<file path="config.mk">
export PLATFORM = sky130hd
export DESIGN_NAME = mrm_front
export DESIGN_NICKNAME = d
export VERILOG_FILES = /design/src/rtl/core/mrm_pkg.sv /design/src/rtl/core/mrm_front.sv
export SDC_FILE = /design/constraint.sdc
export NUM_CORES = 1
export LEC_CHECK = 0
export BUFFER_PORTS_ARGS = -buffer_cell sky130_fd_sc_hd__buf_2
export CAP_MARGIN = 15
export CORE_ASPECT_RATIO = 0.8
export CORE_MARGIN = 3
export CORE_UTILIZATION = 30
export DETAILED_ROUTE_END_ITERATION = 12
export HOLD_SLACK_MARGIN = 0.15
export PLACE_DENSITY_LB_ADDON = 0.2
export REMOVE_ABC_BUFFERS = 1
export SYNTH_ARGS = -nofsm -noshare
export SYNTH_HDL_FRONTEND = slang
export SYNTH_SLANG_ARGS = --single-unit
</file>
<file path="constraint.sdc">
create_clock -name i_clk -period 9.1 [get_ports i_clk]
set_clock_uncertainty 0.15 [all_clocks]
set_input_delay 1.82 -clock i_clk [delete_from_list [all_inputs] [get_ports i_clk]]
set_output_delay 1.82 -clock i_clk [all_outputs]
set_load 0.05 [all_outputs]
</file>
<file path="src/rtl/core/mrm_pkg.sv">
package mrm_pkg;

    // Operation codes carried in tuser
    typedef enum logic [1:0] {
        OP_WRITE = 2'd0,
        OP_START = 2'd1,
        OP_MIX   = 2'd2,
        OP_QUERY = 2'd3
    } t_op;

    typedef struct packed {
        t_op         op;
        logic [15:0] mem_address;
        logic [7:0]  sample_byte;
        logic [15:0] sound_length;
        logic [7:0]  sound_id;
        logic        exclusive;
        logic [6:0]  volume;
        logic [7:0]  separation;
        logic [7:0]  pitch;
        logic [31:0] game_tick;
        logic [15:0] query_handle;
    } t_item;

    typedef struct packed {
        logic signed [15:0] left_sample;
        logic signed [15:0] right_sample;
        logic [15:0]        voice_handle;
        logic               is_playing;
    } t_result;

    typedef enum logic [3:0] {
        ST_IDLE,
        ST_EXCL,
        ST_FREE,
        ST_SCAN,
        ST_PAN1,
        ST_PAN2,
        ST_MIX_RD,
        ST_MIX_MUL,
        ST_MIX_DIV,
        ST_MIX_ACC,
        ST_MIX_END,
        ST_DONE
    } t_eng_state;

    localparam int          STEP_W       = 18;
    localparam logic [15:0] HANDLE_FIRST = 16'd100;
    localparam logic [15:0] RECIP_127    = 16'd33027;
    localparam int          RECIP_SHIFT  = 22;
    localparam logic [8:0]  SILENCE      = 9'd128;

    typedef logic [STEP_W-1:0] t_step_rom [256];

    // Pitch step table: geometric steps up and down from unit rate
    function automatic t_step_rom build_step_rom();
        t_step_rom rom;
        logic [63:0] prod;
        rom[128] = STEP_W'(65536);
        for (int i = 1; i < 128; i++) begin
            prod = 64'(rom[127 + i]) * 64'd66250;
            rom[128 + i] = STEP_W'(prod >> 16);
        end
        for (int i = 1; i <= 128; i++) begin
            prod = 64'(rom[129 - i]) * 64'd64830;
            rom[128 - i] = STEP_W'(prod >> 16);
        end
        rom[192] = STEP_W'(131072);
        rom[64]  = STEP_W'(32768);
        return rom;
    endfunction

    localparam t_step_rom STEP_ROM = build_step_rom();

endpackage

</file>
<file path="src/rtl/core/mrm_front.sv">
module mrm_front
    import mrm_pkg::*;
(
    input  logic   i_clk,
    input  logic   i_rst_n,
    input  logic   i_valid,
    output logic   o_ready,
    input  t_item  i_item,
    output logic   o_item_valid,
    input  logic   i_item_pop,
    output t_item  o_item
);
    t_item      r_q [2];
    logic       r_wp, n_wp;
    logic       r_rp, n_rp;
    logic [1:0] r_cnt, n_cnt;
    logic       push, pop;

    assign o_ready      = (r_cnt != 2'd2);
    assign push         = i_valid && o_ready;
    assign o_item_valid = (r_cnt != 2'd0);
    assign pop          = i_item_pop && o_item_valid;
    assign o_item       = r_q[r_rp];

    // Advance queue pointers
    always_comb begin
        n_wp  = push ? ~r_wp : r_wp;
        n_rp  = pop ? ~r_rp : r_rp;
        n_cnt = r_cnt + 2'(push) - 2'(pop);
    end

    always_ff @(posedge i_clk) begin
        if (!i_rst_n) begin
            r_wp  <= 1'b0;
            r_rp  <= 1'b0;
            r_cnt <= 2'd0;
        end else begin
            r_wp  <= n_wp;
            r_rp  <= n_rp;
            r_cnt <= n_cnt;
        end
    end

    // Hold accepted words
    always_ff @(posedge i_clk) begin
        if (push) begin
            r_q[r_wp] <= i_item;
        end
    end
endmodule

</file>
==> results of run 1 <==
worst max-delay path: stages (launching register included):
cell and delay [ps]:
dfxtp_4 520, buf_4 810, mux2_2 410, buf_2 210
metal layers:
metal	vias up	share of wire (%)	track usage (%)
met5	-	0.25	0
met4	8	1.7	2.627
met3	34	9.4	4.458
met2	172	45	16.49
met1	2236	44	14.18
li1	2147	-	-
final timing paths:
| kind | depth (start not counted) | endpoint | startpoint | slack, ps |
|---|---|---|---|---|
| setup / recovery | 3 | o_item[5] | flip-flop | 4570 |
| setup reg to reg | 5 | r_q[0][27] | r_cnt[0] | 6240 |
| hold / removal | 2 | r_wp | r_wp | 380 |
| hold reg to reg | 2 | r_wp | r_wp | 380 |
sequential cells by signal, summed over array words and instances, names as in the netlist, named ones only:
name,cells
r_q,244
r_rp,1
r_wp,1
r_cnt,2
per-stage QoR:
step	setup WS (ps)	std cells	instance area (um^2)	hold slack, ps	utilization [%]
2_1_floorplan	1335	390	9235	304.9	-
3_3_place_gp	4842	1057	11050	364.1	36.12
3_5_place_dp	4767	1057	11050	367.1	36.12
4_1_cts	4493	1106	11990	379.0	39.20
5_1_grt	4425	1106	11990	432.8	39.20
6_report	4571	1106	11990	377.6	39.20
final cells by class:
cell class	count	area, um^2
Clock buffer	28	679.4
Clock inverter	21	261.5
Fill cell	2827	18600
Inverter	1	3.754
Multi-Input combinational cell	140	1817
Sequential cell	249	7431
Tap cell	413	516.7
Timing Repair Buffer	254	1284
power breakdown:
| part | switching, mW | internal (mW) |
|---|---|---|
| clock network | 0.431 | 0.711 |
| registers | 0.0460 | 1.44 |
| logic | 0.909 | 0.392 |
cell families (layout without fill, tap and decap cells):
logic type / after synthesis / in the layout
flops: 249 / 249
mux: 123 / 123
buf+inv: 15 / 304
simple gates: 11 / 11
xor+xnor: 3 / 3
fa+ha+maj: 2 / 2
compound gates: 1 / 1
cells in the final DEF, fill, tap and decap left out:
| cell type | Yosys | layout |
|---|---|---|
| nor2_4 | 0 | 1 |
| xnor2_1 | 3 | 3 |
| clkinvlp_4 | 0 | 2 |
| nand2_1 | 2 | 2 |
| edfxtp_1 | 244 | 244 |
| dfxtp_1 | 5 | 4 |
| and2_1 | 2 | 2 |
| clkbuf_16 | 0 | 27 |
| o21a_1 | 1 | 1 |
| clkinv_2 | 0 | 10 |
| mux2i_1 | 1 | 1 |
| nand2b_1 | 2 | 2 |
| ha_1 | 2 | 2 |
| clkinv_4 | 0 | 1 |
| dfxtp_4 | 0 | 1 |
| or2_2 | 1 | 1 |
| bufinv_16 | 0 | 6 |
| buf_4 | 0 | 5 |
| nor2b_1 | 2 | 2 |
| inv_1 | 1 | 1 |
| clkbuf_1 | 0 | 1 |
| mux2_4 | 80 | 80 |
| and3_4 | 0 | 1 |
| clkinv_1 | 0 | 2 |
| buf_2 | 4 | 249 |
| mux2_2 | 42 | 42 |
==> flow_metrics.env, run 1 <==
export IMPL_clk_insertion_delay_late_ps=520
export IMPL_dieArea_um2=33410
export IMPL_route_final_wire_length_mm=18.91
export IMPL_vias=4597
export IMPL_final_period_utilization_pct=49.77
export IMPL_power_static_leakage_nw=4.581
export IMPL_initial_core_utilization_pct=30.63
export IMPL_insertedDiodeCount=0
export IMPL_ys_types=19
export IMPL_sink_count_of_the_clock_tree=249
export IMPL_grt_util_all_layers_pct=10.72
export IMPL_design_power_total_mw=3.932
export IMPL_yosys_register_bits=249
export IMPL_synth_largest_area_cell="edfxtp_1"
export IMPL_tritoncts="done"
export IMPL_power_density_nw_per_um2=327.8
export IMPL_report_final_setup_viol=0
export IMPL_layout_min_cycle_time_ps=4529
export IMPL_antenna_violations_before_repair=5
export IMPL_gr_total_overflow=0
export IMPL_crit_arrival_ps=2560
export IMPL_netlist_top_cells_count="edfxtp_1, mux2_4, mux2_2"
export IMPL_dieWidth_um=203.6
export IMPL_max_clock_path_buffers=3
export IMPL_finalWeightedCongestion=0.7237
export IMPL_rsz0062_at_grt="no"
export IMPL_grt_max_degree=65
export IMPL_timing_setup_critical_path_class="reg -> out"
export IMPL_post_cts_clock_slew_at_the_launch_and_capture_registers_of_the_worst_setup_and_hold_paths_ps=60
export IMPL_worst_slew_pin_transition_ps=1025
export IMPL_synth_flop_cell="edfxtp_1"
export IMPL_synthesis_area_per_instance_um2=23.20
export IMPL_yosysWarningCount=0
export IMPL_max_cap_viol_count=0
export IMPL_final_net_count=801
export IMPL_max_freq_mhz=220.8
export IMPL_crit_path_end_kind="output pin"
export IMPL_synthMostInstantiatedCell="edfxtp_1"
export IMPL_synth_cells=404
export IMPL_worstPathMaxFanout=54
export IMPL_synth_edf_count=244
export IMPL_post_route_cells_drive_above_1_share_pct=61.47
export IMPL_min_delay_path_class="reg -> reg"
export IMPL_crit_required_ps=7130
export IMPL_sequential_element_share_of_the_synthesized_area_pct=79.25
export IMPL_yosys_top_cells_area="edfxtp_1, mux2_4, mux2_2, buf_6, dfxtp_1"
export IMPL_clockRootBuffer="clkbuf_16"
export IMPL_cts_resized=0
export IMPL_timing_slew_headroom_pct=31.64
export IMPL_final_hpwl_from_detailed_placement_mm=12.45
export IMPL_timing_hold_violations_final=0
export IMPL_grt_pass1_wl_mm=28.10
export IMPL_synth_area_um2=9371
export IMPL_synthToLayoutAreaGrowth_pct=27.97
export IMPL_detail_route_wl_per_cell_um=17.10
export IMPL_final_max_slew_violation_count=0
export IMPL_first_global_vias=4887
export IMPL_timing_critical_path_from_type="flip-flop"
export IMPL_fin_tns_setup_ps=0
export IMPL_ys_async_sr_fraction_pct=0
export IMPL_ctsHoldBuffers=0
export IMPL_run_status="completed"
export IMPL_synth_simple_gate_area_share_pct=0.6542
export IMPL_post_synth_mux_area_share_pct=17.97
export IMPL_top_level_ports=250
export IMPL_yosys_area_share_adder_pct=0.2670
export IMPL_drt_iter0_markers=212
export IMPL_synth_xor_area_share_pct=0.2804
export IMPL_tritoncts_num_buffers=27
export IMPL_cts_h_tree_depth=1
export IMPL_drc=0
export IMPL_post_drt_via_cell_ratio=4.156
export IMPL_peakVddDrop_uv=165.9
export IMPL_die_height_um=164.1
export IMPL_post_synthesis_compound_gate_area_fraction_pct=0.08011
export IMPL_total_setup_buffers_inserted_after_cts=0
export IMPL_core_rowCount=57
export IMPL_synth_top_family_by_area="multiplexers"
export IMPL_antenna_violating_nets_post_route=0
export IMPL_dr_pass1_iters=4
export IMPL_yosysTopAreaCellShare_pct=78.18
export IMPL_floorplan_core_area_um2=30600
export IMPL_io_buffer_count=249
Note: power is estimated with default switching activity, not from simulation.
==> inputs of run 2 (changes only) <==
==> constraint.sdc (replaced) <==
create_clock -name i_clk -period 3.7 [get_ports i_clk]
set_clock_uncertainty 0.15 [all_clocks]
set_input_delay 0.74 -clock i_clk [delete_from_list [all_inputs] [get_ports i_clk]]
set_output_delay 0.74 -clock i_clk [all_outputs]
set_load 0.05 [all_outputs]
==> run 2 against run 1 <==
  * Sequential power up 150%
  * Critical path depth unchanged
  * Total power up 140%
  * Largest cell class unchanged
==> flow_metrics.env, run 2 (synthesized netlist as in run 1, its figures left out) <==
export IMPL_run_status="completed"
export IMPL_max_clock_path_buffers=3
export IMPL_tritoncts="done"
export IMPL_largest_register_ffs=244
export IMPL_timing_critical_path_from_type="flip-flop"
export IMPL_core_rowCount=57
export IMPL_grt_max_degree=123
export IMPL_floorplan_core_area_um2=30600
export IMPL_synthToLayoutAreaGrowth_pct=27.66
export IMPL_relative_contribution_of_sequential_cells_to_total_power_pct=39.5
export IMPL_drt_iter0_markers=161
export IMPL_max_cap_viol_count=0
export IMPL_detail_route_wl_per_cell_um=17.15
export IMPL_max_freq_mhz=318.5
export IMPL_layout_commonest_cell="buf_2"
export IMPL_crit_arrival_ps=2250
export IMPL_min_from="i_item[44]"
export IMPL_power_switching_mw=3.367
export IMPL_layout_min_cycle_time_ps=3140
export IMPL_fillerInstances=2818
export IMPL_crit_required_ps=2810
export IMPL_report_final_setup_viol=0
export IMPL_io_buffer_count=249
export IMPL_final_period_utilization_pct=84.86
export IMPL_min_delay_path_class="in -> reg"
export IMPL_initial_core_utilization_pct=30.63
export IMPL_largestRegisters="r_q x244, r_cnt x2"
export IMPL_top_level_ports=250
export IMPL_clk_insertion_delay_late_ps=520
export IMPL_timing_slew_headroom_pct=50.65
export IMPL_reg2reg_to="r_q[1][98]"
export IMPL_dpl_cell_count=1063
export IMPL_hold_path_end="r_q[0][44]"
export IMPL_die_height_um=164.1
export IMPL_layout_cells_most_common_list="buf_2, edfxtp_1, mux2_4"
export IMPL_power_density_nw_per_um2=784.7
export IMPL_drc=0
export IMPL_clockRootBuffer="clkbuf_16"
export IMPL_regMostFlops="r_q"
export IMPL_worst_r2r_path_depth=3
export IMPL_grt_pass1_wl_mm=28.39
export IMPL_post_drt_via_cell_ratio=4.226
export IMPL_power_clock_fraction_pct=26.2
export IMPL_tritoncts_num_buffers=27
export IMPL_timing_setup_critical_path_class="reg -> out"
export IMPL_antenna_violating_nets_post_route=0
export IMPL_fin_ws_ps=560.2
export IMPL_fin_tns_setup_ps=0
export IMPL_dieWidth_um=203.6
export IMPL_route_final_wire_length_mm=19.02
export IMPL_cts_h_tree_depth=1
export IMPL_crit_path_end_kind="output pin"
export IMPL_worstPathMaxFanout=40
export IMPL_post_cts_clock_slew_at_the_launch_and_capture_registers_of_the_worst_setup_and_hold_paths_ps=60
export IMPL_whs_path_depth=1
export IMPL_combPwrFrac_pct=34.3
export IMPL_gr_total_overflow=0
export IMPL_dieArea_um2=33410
export IMPL_switching_share_pct=35.86
export IMPL_final_max_slew_violation_count=0
export IMPL_first_global_vias=5024
export IMPL_antenna_violations_before_repair=4
export IMPL_reg2reg_slack_ps=1620
export IMPL_power_static_leakage_nw=4.559
export IMPL_worst_slew_pin_transition_ps=740.3
export IMPL_vias=4687
export IMPL_rsz0062_at_grt="no"
export IMPL_dr_pass1_iters=4
export IMPL_crit_reg2reg_launch="r_cnt[0]"
export IMPL_peakVddDrop_uv=773.5
export IMPL_total_setup_buffers_inserted_after_cts=0
export IMPL_ctsHoldBuffers=0
export IMPL_final_hpwl_from_detailed_placement_mm=12.79
export IMPL_placement_setup_worst_slack_ps=1078
export IMPL_internal_power_mw=6.021
export IMPL_post_route_cells_drive_above_1_share_pct=60.20
export IMPL_insertedDiodeCount=0
export IMPL_finalWeightedCongestion=0.7436
export IMPL_final_net_count=807
export IMPL_grt_util_all_layers_pct=10.84
export IMPL_cts_resized=0
export IMPL_sink_count_of_the_clock_tree=249
export IMPL_final_instance_count_excl_fill=1109
export IMPL_timing_hold_violations_final=0
==> run 2: cell type report <==
| cell class | instances | area (um^2) | share of cell area (%) |
|---|---|---|---|
| clock inverters | 12 | 102.6 | 0.8576 |
| clock buffers | 34 | 701.9 | 5.867 |
| multi-input cells | 140 | 1817 | 15.19 |
| flip-flops and latches | 249 | 7431 | 62.11 |
| well taps | 413 | 516.7 | 4.319 |
| repair buffers | 260 | 1391 | 11.63 |
| inverters | 1 | 3.754 | 0.03137 |
==> run 2: how the worst max path moves through the flow <==
stage	startpoint	to	cells past startpoint
floorplan	r_cnt[0]	r_q[0][0]	3
global placement	flip-flop	o_item[5]	3
detailed placement	flip-flop	o_item[2]	3
CTS	flip-flop	o_item[5]	3
global route	flip-flop	o_item[2]	3
finish	flip-flop	o_item[5]	3
==> run 2: per-layer routing <==
| layer | routed length (um) | global-route usage, % | up-vias |
|---|---|---|---|
| met5 | 47 | 0 | - |
| met4 | 467 | 2.783 | 6 |
| met3 | 1506 | 3.626 | 37 |
| met2 | 8886 | 17.59 | 184 |
| met1 | 8108 | 14.09 | 2304 |
| li1 | - | - | 2156 |
==> run 2: through the flow <==
stage | total power [mW] | area [um^2] | hold slack [ps] | util, %
final | 9.388 | 11960 | 257.5 | 39.10
after floorplan | 6.438 | 9235 | 304.9 | -
after global placement | 6.989 | 11160 | 355.4 | 36.47
after detailed placement | 7.038 | 11160 | 374.1 | 36.47
after global routing | 9.788 | 11960 | 230.6 | 39.10
after CTS | 9.547 | 11960 | 225.2 | 39.10
==> run 2: worst max-delay path: stages (launching register included) <==
cell	delay, ps
dfxtp_4	800
buf_12	300
mux2_2	360
buf_2	210
==> run 2: power by group through the flow <==
| stage | clock, mW | sequential [mW] | combinational [mW] |
|---|---|---|---|
| after floorplan | 0 | 3.89 | 2.55 |
| final | 2.46 | 3.71 | 3.22 |
| after global placement | 0 | 3.75 | 3.24 |
| after detailed placement | 0 | 3.77 | 3.27 |
| after global routing | 2.66 | 3.75 | 3.38 |
| after CTS | 2.56 | 3.71 | 3.27 |
